==> config.mk <==
export PLATFORM = sky130hd
export DESIGN_NAME = bounded_list_with_indexed_delete_core
export DESIGN_NICKNAME = d
export VERILOG_FILES = /design/src/rtl/bld_pkg.sv /design/src/rtl/bld_cell.sv /design/src/rtl/bounded_list_with_indexed_delete_core.sv
export SDC_FILE = /design/constraint.sdc
export NUM_CORES = 2
export LEC_CHECK = 0
export BUFFER_PORTS_ARGS = -buffer_cell sky130_fd_sc_hd__buf_2
export CAP_MARGIN = 10
export CORE_UTILIZATION = 55
export CTS_CLUSTER_SIZE = 10
export DETAILED_ROUTE_END_ITERATION = 7
export PLACE_DENSITY = 0.78
export SLEW_MARGIN = 20
export SYNTH_ARGS = -nofsm -noshare
export SYNTH_HDL_FRONTEND = slang
export SYNTH_SLANG_ARGS = --single-unit
==> constraint.sdc <==
create_clock -name clk -period 7.8 [get_ports clk]
set_input_delay 0.39 -clock clk [delete_from_list [all_inputs] [get_ports clk]]
set_output_delay 0.39 -clock clk [all_outputs]
set_load 0.02 [all_outputs]
==> src/rtl/bld_pkg.sv <==
// shared types and codes for the bounded list with indexed delete
package bld_pkg;

  // operation codes carried on in_opcode
  localparam logic [1:0] OP_PUSH_FRONT = 2'd0;
  localparam logic [1:0] OP_POP_FRONT  = 2'd1;
  localparam logic [1:0] OP_POP_BACK   = 2'd2;
  localparam logic [1:0] OP_DELETE_AT  = 2'd3;

  // status codes carried on out_status
  localparam logic [1:0] STAT_OK     = 2'd0;
  localparam logic [1:0] STAT_EMPTY  = 2'd1;
  localparam logic [1:0] STAT_FULL   = 2'd2;
  localparam logic [1:0] STAT_BADPOS = 2'd3;

  // fixed port field widths
  localparam int POS_W = 5;
  localparam int CNT_OUT_W = 5;
  localparam int DATA_W = 32;

  // per-cycle command broadcast to every cell of the chain
  typedef struct packed {
    logic push;        // every cell takes its left neighbor, cell 0 takes the new value
    logic remove;      // cells at or above the hole take their right neighbor
    logic load_pick;   // capture old values, mark the cell that is removed
    logic shift_pick;  // move the pick token one cell toward the front
  } cell_ctrl_t;

endpackage

==> src/rtl/bld_cell.sv <==
// one storage cell of the list chain with its slot of the pick line
module bld_cell import bld_pkg::*; #(
  parameter int VALUE_WIDTH = 32,
  parameter int IDX_W       = 4,
  parameter int IDX         = 0
) (
  input  logic                   clk,
  input  logic                   rst_n,
  input  cell_ctrl_t             ctrl,
  input  logic [IDX_W-1:0]       del_idx,
  input  logic [VALUE_WIDTH-1:0] left_val,
  input  logic [VALUE_WIDTH-1:0] right_val,
  input  logic                   right_pick_v,
  input  logic [VALUE_WIDTH-1:0] right_pick_d,
  output logic [VALUE_WIDTH-1:0] val,
  output logic                   pick_v,
  output logic [VALUE_WIDTH-1:0] pick_d
);

  localparam logic [IDX_W-1:0] MY_IDX = IDX_W'(IDX);

  logic [VALUE_WIDTH-1:0] val_r;
  logic                   pick_v_r;
  logic [VALUE_WIDTH-1:0] pick_d_r;
  logic                   at_or_above;
  logic                   is_hit;

  assign at_or_above = (MY_IDX >= del_idx);
  assign is_hit      = (MY_IDX == del_idx);

  // element storage: shift toward back on push, close the gap on remove
  always_ff @(posedge clk) begin
    if (ctrl.push) begin
      val_r <= left_val;
    end else if (ctrl.remove && at_or_above) begin
      val_r <= right_val;
    end
  end

  // pick token valid bit
  always_ff @(posedge clk) begin
    if (!rst_n) begin
      pick_v_r <= 1'b0;
    end else if (ctrl.load_pick) begin
      pick_v_r <= is_hit;
    end else if (ctrl.shift_pick) begin
      pick_v_r <= right_pick_v;
    end
  end

  // pick token data
  always_ff @(posedge clk) begin
    if (ctrl.load_pick) begin
      pick_d_r <= val_r;
    end else if (ctrl.shift_pick) begin
      pick_d_r <= right_pick_d;
    end
  end

  assign val    = val_r;
  assign pick_v = pick_v_r;
  assign pick_d = pick_d_r;

endmodule

==> src/rtl/bounded_list_with_indexed_delete_core.sv <==
// bounded ordered list held in a chain of cells, with front/back pop and indexed delete
// push and failed operations: result loaded into the output register at the input transfer
// removal at 1-based position p: removed value captured at the input transfer, then walks
//   the pick line from its cell to cell 0, one cell per cycle, into the output register
// one item in flight; next input taken once the result sits in an unstalled output register
// synchronous active-low reset empties the list; cell contents are not cleared
module bounded_list_with_indexed_delete_core import bld_pkg::*; #(
  parameter int DEPTH       = 16,
  parameter int VALUE_WIDTH = 32
) (
  input  logic                clk,
  input  logic                rst_n,
  input  logic                in_valid,
  output logic                in_stall,
  input  logic [1:0]          in_opcode,
  input  logic [DATA_W-1:0]   in_push_value,
  input  logic [POS_W-1:0]    in_position,
  output logic                out_valid,
  input  logic                out_stall,
  output logic [DATA_W-1:0]   out_removed_value,
  output logic [1:0]          out_status,
  output logic [CNT_OUT_W-1:0] out_entries_held
);

  localparam int IDX_W = $clog2(DEPTH);
  localparam int CNT_W = $clog2(DEPTH + 1);
  localparam int CMP_W = (CNT_W > POS_W) ? CNT_W : POS_W;
  localparam logic [CNT_W-1:0] FULL_CNT = CNT_W'(DEPTH);

  typedef enum logic [1:0] {
    S_IDLE = 2'b01,
    S_SEEK = 2'b10
  } state_t;

  state_t                 state_r, state_nxt;
  logic [CNT_W-1:0]       fill_r, fill_nxt;
  logic [CNT_W-1:0]       hold_cnt_r, hold_cnt_nxt;
  logic                   out_valid_r;
  logic [DATA_W-1:0]      out_removed_r;
  logic [1:0]             out_status_r;
  logic [CNT_OUT_W-1:0]   out_cnt_r;

  logic                   in_xfer;
  logic                   out_free;
  logic                   consume;
  logic                   direct_load;
  logic [1:0]             dec_status;
  logic                   dec_push;
  logic                   dec_remove;
  logic [IDX_W-1:0]       dec_idx;
  logic [CMP_W-1:0]       pos_c;
  logic [CMP_W-1:0]       fill_c;
  logic [CMP_W-1:0]       direct_cnt_c;
  logic [CMP_W-1:0]       hold_cnt_c;
  logic [VALUE_WIDTH-1:0] push_val;
  logic [DATA_W-1:0]      pick_out;
  cell_ctrl_t             ctrl;

  logic [VALUE_WIDTH-1:0] cell_val    [DEPTH];
  logic                   cell_pick_v [DEPTH];
  logic [VALUE_WIDTH-1:0] cell_pick_d [DEPTH];

  // value width adaptation between the ports and the cells
  generate
    if (VALUE_WIDTH >= DATA_W) begin : g_wide
      assign push_val = VALUE_WIDTH'(in_push_value);
      assign pick_out = cell_pick_d[0][DATA_W-1:0];
    end else begin : g_narrow
      assign push_val = in_push_value[VALUE_WIDTH-1:0];
      assign pick_out = DATA_W'(cell_pick_d[0]);
    end
  endgenerate

  // handshake
  assign out_free = !out_valid_r || !out_stall;
  assign in_stall = (state_r != S_IDLE) || !out_free;
  assign in_xfer  = in_valid && !in_stall;
  assign consume  = (state_r == S_SEEK) && cell_pick_v[0] && out_free;

  // operation decode against the fill count
  assign pos_c  = CMP_W'(in_position);
  assign fill_c = CMP_W'(fill_r);

  always_comb begin
    dec_status = STAT_OK;
    dec_push   = 1'b0;
    dec_remove = 1'b0;
    dec_idx    = '0;
    if (in_opcode == OP_PUSH_FRONT) begin
      if (fill_r == FULL_CNT) begin
        dec_status = STAT_FULL;
      end else begin
        dec_push = 1'b1;
      end
    end else if (fill_r == '0) begin
      dec_status = STAT_EMPTY;
    end else begin
      case (in_opcode)
        OP_POP_FRONT: begin
          dec_remove = 1'b1;
        end
        OP_POP_BACK: begin
          dec_remove = 1'b1;
          dec_idx    = IDX_W'(fill_r - 1'b1);
        end
        OP_DELETE_AT: begin
          if (pos_c == '0 || pos_c > fill_c) begin
            dec_status = STAT_BADPOS;
          end else begin
            dec_remove = 1'b1;
            dec_idx    = IDX_W'(pos_c - 1'b1);
          end
        end
        default: begin
          dec_status = STAT_OK;
        end
      endcase
    end
  end

  // commands to the chain
  always_comb begin
    ctrl.push       = in_xfer && dec_push;
    ctrl.remove     = in_xfer && dec_remove;
    ctrl.load_pick  = in_xfer && dec_remove;
    ctrl.shift_pick = (state_r == S_SEEK) && (!cell_pick_v[0] || out_free);
  end

  // control state and fill count
  always_comb begin
    state_nxt    = state_r;
    fill_nxt     = fill_r;
    hold_cnt_nxt = hold_cnt_r;
    case (state_r)
      S_IDLE: begin
        if (in_xfer && dec_push) begin
          fill_nxt = fill_r + 1'b1;
        end else if (in_xfer && dec_remove) begin
          fill_nxt     = fill_r - 1'b1;
          hold_cnt_nxt = fill_r - 1'b1;
          state_nxt    = S_SEEK;
        end
      end
      S_SEEK: begin
        if (consume) begin
          state_nxt = S_IDLE;
        end
      end
      default: begin
        state_nxt = S_IDLE;
      end
    endcase
  end

  always_ff @(posedge clk) begin
    if (!rst_n) begin
      state_r <= S_IDLE;
      fill_r  <= '0;
    end else begin
      state_r <= state_nxt;
      fill_r  <= fill_nxt;
    end
  end

  always_ff @(posedge clk) begin
    hold_cnt_r <= hold_cnt_nxt;
  end

  // output register
  assign direct_load  = in_xfer && !dec_remove;
  assign direct_cnt_c = CMP_W'(fill_nxt);
  assign hold_cnt_c   = CMP_W'(hold_cnt_r);

  always_ff @(posedge clk) begin
    if (!rst_n) begin
      out_valid_r <= 1'b0;
    end else if (direct_load || consume) begin
      out_valid_r <= 1'b1;
    end else if (!out_stall) begin
      out_valid_r <= 1'b0;
    end
  end

  always_ff @(posedge clk) begin
    if (direct_load) begin
      out_removed_r <= '0;
      out_status_r  <= dec_status;
      out_cnt_r     <= direct_cnt_c[CNT_OUT_W-1:0];
    end else if (consume) begin
      out_removed_r <= pick_out;
      out_status_r  <= STAT_OK;
      out_cnt_r     <= hold_cnt_c[CNT_OUT_W-1:0];
    end
  end

  assign out_valid         = out_valid_r;
  assign out_removed_value = out_removed_r;
  assign out_status        = out_status_r;
  assign out_entries_held  = out_cnt_r;

  // chain of cells, front at index 0
  generate
    for (genvar i = 0; i < DEPTH; i++) begin : g_cell
      logic [VALUE_WIDTH-1:0] left_val;
      logic [VALUE_WIDTH-1:0] right_val;
      logic                   right_pick_v;
      logic [VALUE_WIDTH-1:0] right_pick_d;

      if (i == 0) begin : g_front
        assign left_val = push_val;
      end else begin : g_inner_l
        assign left_val = cell_val[i-1];
      end

      if (i == DEPTH - 1) begin : g_back
        assign right_val    = cell_val[i];
        assign right_pick_v = 1'b0;
        assign right_pick_d = '0;
      end else begin : g_inner_r
        assign right_val    = cell_val[i+1];
        assign right_pick_v = cell_pick_v[i+1];
        assign right_pick_d = cell_pick_d[i+1];
      end

      bld_cell #(
        .VALUE_WIDTH (VALUE_WIDTH),
        .IDX_W       (IDX_W),
        .IDX         (i)
      ) u_cell (
        .clk          (clk),
        .rst_n        (rst_n),
        .ctrl         (ctrl),
        .del_idx      (dec_idx),
        .left_val     (left_val),
        .right_val    (right_val),
        .right_pick_v (right_pick_v),
        .right_pick_d (right_pick_d),
        .val          (cell_val[i]),
        .pick_v       (cell_pick_v[i]),
        .pick_d       (cell_pick_d[i])
      );
    end
  endgenerate

endmodule

# Yosys cells after proc, flatten, opt, wreduce, memory -nomap -nowiden
# Cells that the tools add are included.
dict set report word_totals {
  reg_bits 1092
  output_inout_bits 41
  wordCells 280
}
dict set report classes {
  eq_ne 26
  addsub 3
  magnitude_cmp 16
  bitwise_logic 1
  n_mux 122
  reduce_logical 57
}
# op count
set ops {}
lappend ops {{2-to-1 mux 32 bit} 62}
lappend ops {{2-to-1 mux 1 bit} 39}
lappend ops {{nonzero test 2 bit} 17}
lappend ops {{equality test 4 bit (first input constant)} 8}
lappend ops {{>= comparator 4 bit (first input constant)} 7}
lappend ops {{2-to-1 mux 5 bit} 5}
lappend ops {{logical AND 1 bit} 22}
lappend ops {{2-to-1 mux 2 bit} 10}
lappend ops {{equality test 3 x 4 -> 1 bit (first input constant)} 4}
lappend ops {{>= comparator 3 x 4 -> 1 bit (first input constant)} 4}
lappend ops {{2-to-1 mux 4 bit} 3}
lappend ops {{zero test 5 bit} 2}
lappend ops {{equality test 2 x 4 -> 1 bit (first input constant)} 2}
lappend ops {{>= comparator 1 x 4 -> 1 bit (first input constant)} 2}
lappend ops {{>= comparator 2 x 4 -> 1 bit (first input constant)} 2}
lappend ops {{case mux 4 bit (2 select lines)} 1}
lappend ops {{equality test 2 bit (second input constant)} 3}
lappend ops {{zero test 1 bit} 6}
lappend ops {{inequality test 2 x 1 -> 1 bit (second input constant)} 3}
lappend ops {{AND reduction 3 bit} 2}
lappend ops {{adder 5 x 1 -> 5 bit (second input constant)} 1}
lappend ops {{equality test 5 bit (second input constant)} 1}
lappend ops {{> comparator 5 bit} 1}
lappend ops {{logical OR 1 bit} 5}
lappend ops {{other kinds (11)} 13}

# Logic depth before layout (Yosys ltp)
dict set report logic_depth {
  ltp_word 11
  ltp_mapped 14
  depth_no_buf 10
}

# Hierarchy
# From an unflattened synthesis, not the netlist that was laid out.
dict set report unflattened {
  hier_cells 2617
  area_unflattened_um2 50865.0
}
# module seq_area_each_um2 n_inst area_each_um2 cells_each
set by_module_without_submodules {}
lappend by_module_without_submodules {{bld_cell (g_cell[13].u_cell ...)} 1941.9 2 3050.4 145}
lappend by_module_without_submodules {{bld_cell (g_cell[10].u_cell)} 1941.9 1 3078.0 146}
lappend by_module_without_submodules {{bld_cell (g_cell[11].u_cell)} 1941.9 1 3069.2 145}
lappend by_module_without_submodules {{bld_cell (g_cell[6].u_cell)} 1941.9 1 3061.7 146}
lappend by_module_without_submodules {{bld_cell (g_cell[7].u_cell)} 1941.9 1 3060.4 145}
lappend by_module_without_submodules {{bld_cell (g_cell[14].u_cell)} 1941.9 1 3056.7 145}
lappend by_module_without_submodules {{bld_cell (g_cell[2].u_cell)} 1941.9 1 3055.4 145}
lappend by_module_without_submodules {{bld_cell (g_cell[5].u_cell)} 1941.9 1 3050.4 146}
lappend by_module_without_submodules {{bld_cell (g_cell[12].u_cell)} 1941.9 1 3049.2 145}
lappend by_module_without_submodules {{bld_cell (g_cell[3].u_cell)} 1941.9 1 3045.4 144}
lappend by_module_without_submodules {{bld_cell (g_cell[1].u_cell)} 1941.9 1 3044.2 144}
lappend by_module_without_submodules {{bld_cell (g_cell[15].u_cell)} 1941.9 1 3040.4 144}
lappend by_module_without_submodules {{bld_cell (g_cell[0].u_cell)} 1941.9 1 3034.2 143}
lappend by_module_without_submodules {{bld_cell (g_cell[4].u_cell)} 1941.9 1 2790.2 147}
lappend by_module_without_submodules {{+2 rows} n/a n/a n/a n/a}

# Least setup slack after synthesis
# OpenSTA, ideal clock, no wires.
dict set report synth_timing {
  kind {register to register}
  start {reg fill_r[4] (netlist: fill_c[4])}
  end {reg g_cell[4].u_cell.pick_v_r}
  period_less_slack_ns 8.483
  n_path_buf 1
  setup_ns 0.069
  arrival_ns 8.414
  required_time_ns 7.731
  slack_ns -0.683
  path_stages_with_launch 11
  cell_sequence {dfxtp_1 inv_1 ha_1 a2111oi_4 a21o_2 buf_8 a21boi_2 inv_2 nand2_1 or3_1 o21ai_1}
}
dict set report synth_between {
  elab_chain_len 8
  elab_cells_between_ends 15
  classes_between {order compare: 1; eq/ne: 1; mux: 9; reduce/logical: 4}
}
# element line_no
set synth_lines {}
lappend synth_lines {{start: declaration} bounded_list_with_indexed_delete_core.sv:36} ;# logic [CNT_W-1:0] fill_r, fill_nxt;
lappend synth_lines {{start signal: assignment} bounded_list_with_indexed_delete_core.sv:161} ;# fill_r <= fill_nxt;
lappend synth_lines {{> comparator 5 bit} bounded_list_with_indexed_delete_core.sv:107} ;# if (pos_c == '0 || pos_c > fill_c) begin
lappend synth_lines {{logical OR 1 bit} bounded_list_with_indexed_delete_core.sv:107}
lappend synth_lines {{2-to-1 mux 4 bit or 2-to-1 mux 1 bit (tied branches)} bounded_list_with_indexed_delete_core.sv:107}
lappend synth_lines {{case mux 4 bit (2 select lines) or case mux 1 bit (2 select lines) (tied branches)} bounded_list_with_indexed_delete_core.sv:98} ;# case (in_opcode)
lappend synth_lines {{2-to-1 mux 4 bit or 2-to-1 mux 1 bit (tied branches)} bounded_list_with_indexed_delete_core.sv:95} ;# end else if (fill_r == '0) begin
lappend synth_lines {{2-to-1 mux 4 bit or 2-to-1 mux 1 bit (tied branches)} bounded_list_with_indexed_delete_core.sv:89} ;# if (in_opcode == OP_PUSH_FRONT) begin
lappend synth_lines {{equality test 3 x 4 -> 1 bit or logical AND 1 bit (tied branches)} {bld_cell.sv:29, bounded_list_with_indexed_delete_core.sv:125}}
lappend synth_lines {{2-to-1 mux 1 bit or nonzero test 2 bit (tied branches)} n/a}
lappend synth_lines {{end signal: assignment} bld_cell.sv:45} ;# pick_v_r <= is_hit;
lappend synth_lines {{end signal: assignment} bld_cell.sv:47} ;# pick_v_r <= right_pick_v;
lappend synth_lines {{end: declaration} bld_cell.sv:23} ;# logic pick_v_r;
# Several ways; a longest one is shown, not always the timed one.
# A chain may end at the register's enable or synchronous reset.

# Final worst setup path
dict set report layout_timing {
  start {reg fill_r[0] (netlist: fill_c[0])}
  end {reg g_cell[12].u_cell.val_r[23], enable pin}
}
dict set report layout_between {
  elab_chain_len 9
  elab_cells_between_ends 20
  classes_between {add/sub: 1; order compare: 2; eq/ne: 1; mux: 10; reduce/logical: 6}
}
# element line_no
set layout_lines {}
lappend layout_lines {{> comparator 5 bit} bounded_list_with_indexed_delete_core.sv:107}
lappend layout_lines {{logical OR 1 bit} bounded_list_with_indexed_delete_core.sv:107}
lappend layout_lines {{2-to-1 mux 4 bit or 2-to-1 mux 1 bit (tied branches)} bounded_list_with_indexed_delete_core.sv:107}
lappend layout_lines {{case mux 4 bit (2 select lines) or case mux 1 bit (2 select lines) (tied branches)} bounded_list_with_indexed_delete_core.sv:98}
lappend layout_lines {{2-to-1 mux 4 bit or 2-to-1 mux 1 bit (tied branches)} bounded_list_with_indexed_delete_core.sv:95}
lappend layout_lines {{2-to-1 mux 4 bit or 2-to-1 mux 1 bit (tied branches)} bounded_list_with_indexed_delete_core.sv:89}
lappend layout_lines {{>= comparator 4 bit or logical AND 1 bit (tied branches)} {bld_cell.sv:28, bounded_list_with_indexed_delete_core.sv:124}}
lappend layout_lines {{logical AND 1 bit} bld_cell.sv:35} ;# end else if (ctrl.remove && at_or_above) begin
lappend layout_lines {{nonzero test 2 bit (no source line) (*)} n/a}
lappend layout_lines {{end signal: assignment} bld_cell.sv:34} ;# val_r <= left_val;
lappend layout_lines {{end signal: assignment} bld_cell.sv:36} ;# val_r <= right_val;
lappend layout_lines {{end: declaration} bld_cell.sv:22} ;# logic [VALUE_WIDTH-1:0] val_r;
# Mark *: on every way between the ends. The rest lies on a longest branch, timed or not.

==> reports/qor.yml <==
synth_area_per_cell_um2: 10.14
clockRootBuffer: "clkbuf_16"
via_per_inst: 5.277
synth-seq-cells: 1092
num_rows: 106
clk_pin_slew_ns: 0.06
drv_slew: 0
p_total_mw: 13.08
postSynthCellCount: 4574
p_sw_mw: 3.036
min_period_ns: 4.228
hold_violations: 0
fp.coreArea_mm2: 0.08356
die_y_um: 292.4
crit_chain: "inv_1 -> ha_1 -> nor3b_1 -> nand2_1 -> nand3_4 -> buf_12 -> buf_12 -> nand2_1 -> buf_4"
use_met2_pct: 33.58
layout-drive-gt1-share_pct: 5.835
drtAntennaViolNets: 0
synth_ff_type: "edfxtp_1"
yosys_warnings: 0
required_ns: 8.16
initial_utilization_pct: 55.49
drc: 0
cap_violations: 0
async_flop_share_pct: 0
p_int_mw: 10.04
syn_area_mm2: 0.04637
cellPowerDensity_mw_per_mm2: 257.1
die_x_um: 292.4
combPwrFrac_pct: 8.1
clock.fmax_ghz: 0.2365
grt_max_degree: 229
swShare_pct: 23.21
setup_tns_ns: 0
status: "finished clean"
critPathSlowestCell: "buf_12"
rsz0062_at_grt: "no"
critical_path_class: "flop to flop"
ios: 84
post_drt_wl_per_cell_um: 16.05
cts_buffers: 119
netlist.area_leader.share_pct: 67.09
setup_viol: 0
use_met3_pct: 2.679
synth-seq-area-share_pct: 69.51
syn2layout_area_growth_pct: 9.733
fin_nets: 4645
critPathCaptureType: "flop"
final.setup_skew_ns: 0.01646
busiest_layer: "met2"
critPathTopFamily: "buffers and inverters"
htree_levels: 3
yosys.area.top_type: "edfxtp_1"
grt_antenna_before_repair: 0
multiInputGateArea_mm2: 0.01288
worst_pin_slew_ns: 1.261
start_kind: "flop"
met1_usage_pct: 31.70
place.gp.congestion: 0.8383
portBuffers: 83
wl_um: 91870
clock_path_buffers: 3
grt_pass1_vias: 28870
whs_ns: 0.02151
drt_first_pass_iters: 5
grtUsageTotal_pct: 21.30
place.detailed.hpwl_um: 49370
min_period_over_period_pct: 54.21
timing.slew.headroom_pct: 15.90
vias: 30210
seqPwrFrac_pct: 54.3
grt_pass1_wl_um: 149500
cts_resized: 0
max_stage_delay_ns: 0.57
insertion_delay_ns: 0.66
pwr-share-clk_pct: 37.6
overflow: 0
min_path_type: "input port to flop"
path_buf_inv: 4
fill_cells: 6448
syn-num-nets: 4628
seq_area_mm2: 0.03223
dr.first_iter.drc_count: 3295
cts.sinks: 1092
cts_tree: "built"
synthDistinctLibCells: 64
critPathArrivalTime_ns: 4.59
worst-path-max-fanout: 216
antenna_cells: 0
yosys-top-cells-area: "edfxtp_1, nand2_1, dfxtp_1"
ir_drop_mv: 0.1807
die_area_mm2: 0.08547
p_leak_nw: 21.06
synth-edff-count: 1036
==> state kept, by name (all words and copies together), names as in the netlist <==
signal                cells
out_status                2
fill_c                    5
state_r                   2
out_valid                 1
g_cell.u_cell.pick_v     16
out_entries_held          5
g_cell.u_cell.pick_d    512
g_cell.u_cell.val       512
hold_cnt_c                5
out_removed_value        32
==> kinds of logic after synthesis <==
family	synth area share (%)
AO/OA/AOI/OAI	1.571
XOR/XNOR	0.1133
adder cells (fa/ha/maj)	0.2968
buffers and inverters	2.898
flip-flops	69.51
multiplexers	0.06746
AND/OR/NAND/NOR	25.54
==> layout make-up <==
| cell class | instances | share of cell area, % |
|---|---|---|
| sequential | 1092 | 63.35 |
| multi-input combinational | 3219 | 25.31 |
| clock buffer | 170 | 6.313 |
| tap | 1080 | 2.656 |
| timing repair buffer | 138 | 2.021 |
| inverter | 21 | 0.2164 |
| clock inverter | 4 | 0.1402 |
==> placed cells by master (no fill, tap or decap), types with 7 or more instances in the layout <==
| cell type | instances |
|---|---|
| nand3_1 | 7 |
| clkbuf_16 | 121 |
| nor2b_1 | 7 |
| ha_1 | 11 |
| a22oi_1 | 9 |
| buf_4 | 22 |
| nor2_1 | 22 |
| a21oi_1 | 45 |
| dfxtp_1 | 56 |
| dlygate4sd3_1 | 22 |
| nand2_1 | 2977 |
| buf_2 | 83 |
| nor3_1 | 9 |
| o21ai_0 | 10 |
| inv_1 | 18 |
| and2_1 | 36 |
| clkbuf_1 | 49 |
| buf_12 | 10 |
| edfxtp_1 | 1036 |
==> timing repair <==
item	in CTS	in global routing
hold endpoints to repair	22	0
hold buffers	22	0
setup buffers	0	0
setup endpoints to repair	0	0
==> layer usage <==
layer  wire length (um)  up-vias
met1              42120    14230
met5                  0        -
met3               5932      104
met2              42430     1003
li1                   -    14870
met4               1389        0
==> through the flow <==
| step | cell area, um2 | util (%) | worst slack [ns] | std cells |
|---|---|---|---|---|
| 2_1_floorplan | 46370 | - | 1.815 | 4574 |
| 3_3_place_gp | 47330 | 56.64 | 3.606 | 5526 |
| 3_5_place_dp | 47330 | 56.64 | 3.642 | 5526 |
| 4_1_cts | 50830 | 60.84 | 3.647 | 5722 |
| 5_1_grt | 50880 | 60.89 | 3.404 | 5724 |
| 6_report | 50880 | 60.89 | 3.572 | 5724 |
==> cell usage after synthesis, types with 2 or more instances <==
cell	n
nand2_1	2977
edfxtp_1	1036
clkbuf_1	119
buf_2	87
dfxtp_1	56
a21oi_1	46
and2_1	36
buf_6	30
nor2_1	24
inv_1	18
o21ai_0	15
ha_1	11
a22oi_1	9
nor3_1	9
nand3_1	8
nor2b_1	7
nand2b_1	6
a31oi_1	5
o21ai_1	5
or3_1	5
xnor2_1	5
o31ai_1	4
and3_1	3
buf_4	3
inv_2	3
a21oi_2	2
a221o_1	2
a222oi_1	2
buf_1	2
mux2i_1	2
o211a_1	2
o41ai_1	2
or2_2	2
==> path summary, 6_finish.rpt <==
kind	from	end	slack [ns]	depth (start not counted)
max	fill_c[0]	g_cell[12].u_cell.val[23]	3.57	9
min	in_push_value[11]	g_cell[0].u_cell.val[11]	0.02	3
max reg2reg	fill_c[0]	g_cell[12].u_cell.val[23]	3.57	9
min reg2reg	out_removed_value[11]	out_removed_value[11]	0.45	2
==> power groups by stage <==
| stage | clock network, mW | logic (mW) | registers [mW] |
|---|---|---|---|
| final | 4.92 | 1.05 | 7.10 |
| after global routing | 5.22 | 1.19 | 7.13 |
| after CTS | 5.00 | 1.06 | 7.10 |
| after detailed placement | 0 | 1.04 | 7.21 |
| after global placement | 0 | 1.01 | 7.19 |
| after floorplan | 0 | 0.775 | 7.19 |
==> worst min-delay path, cell delays in order <==
cell     delay (ns)
buf_2          0.07
nand2_1        0.06
nand2_1        0.06
(Power assumes the default switching activity.)
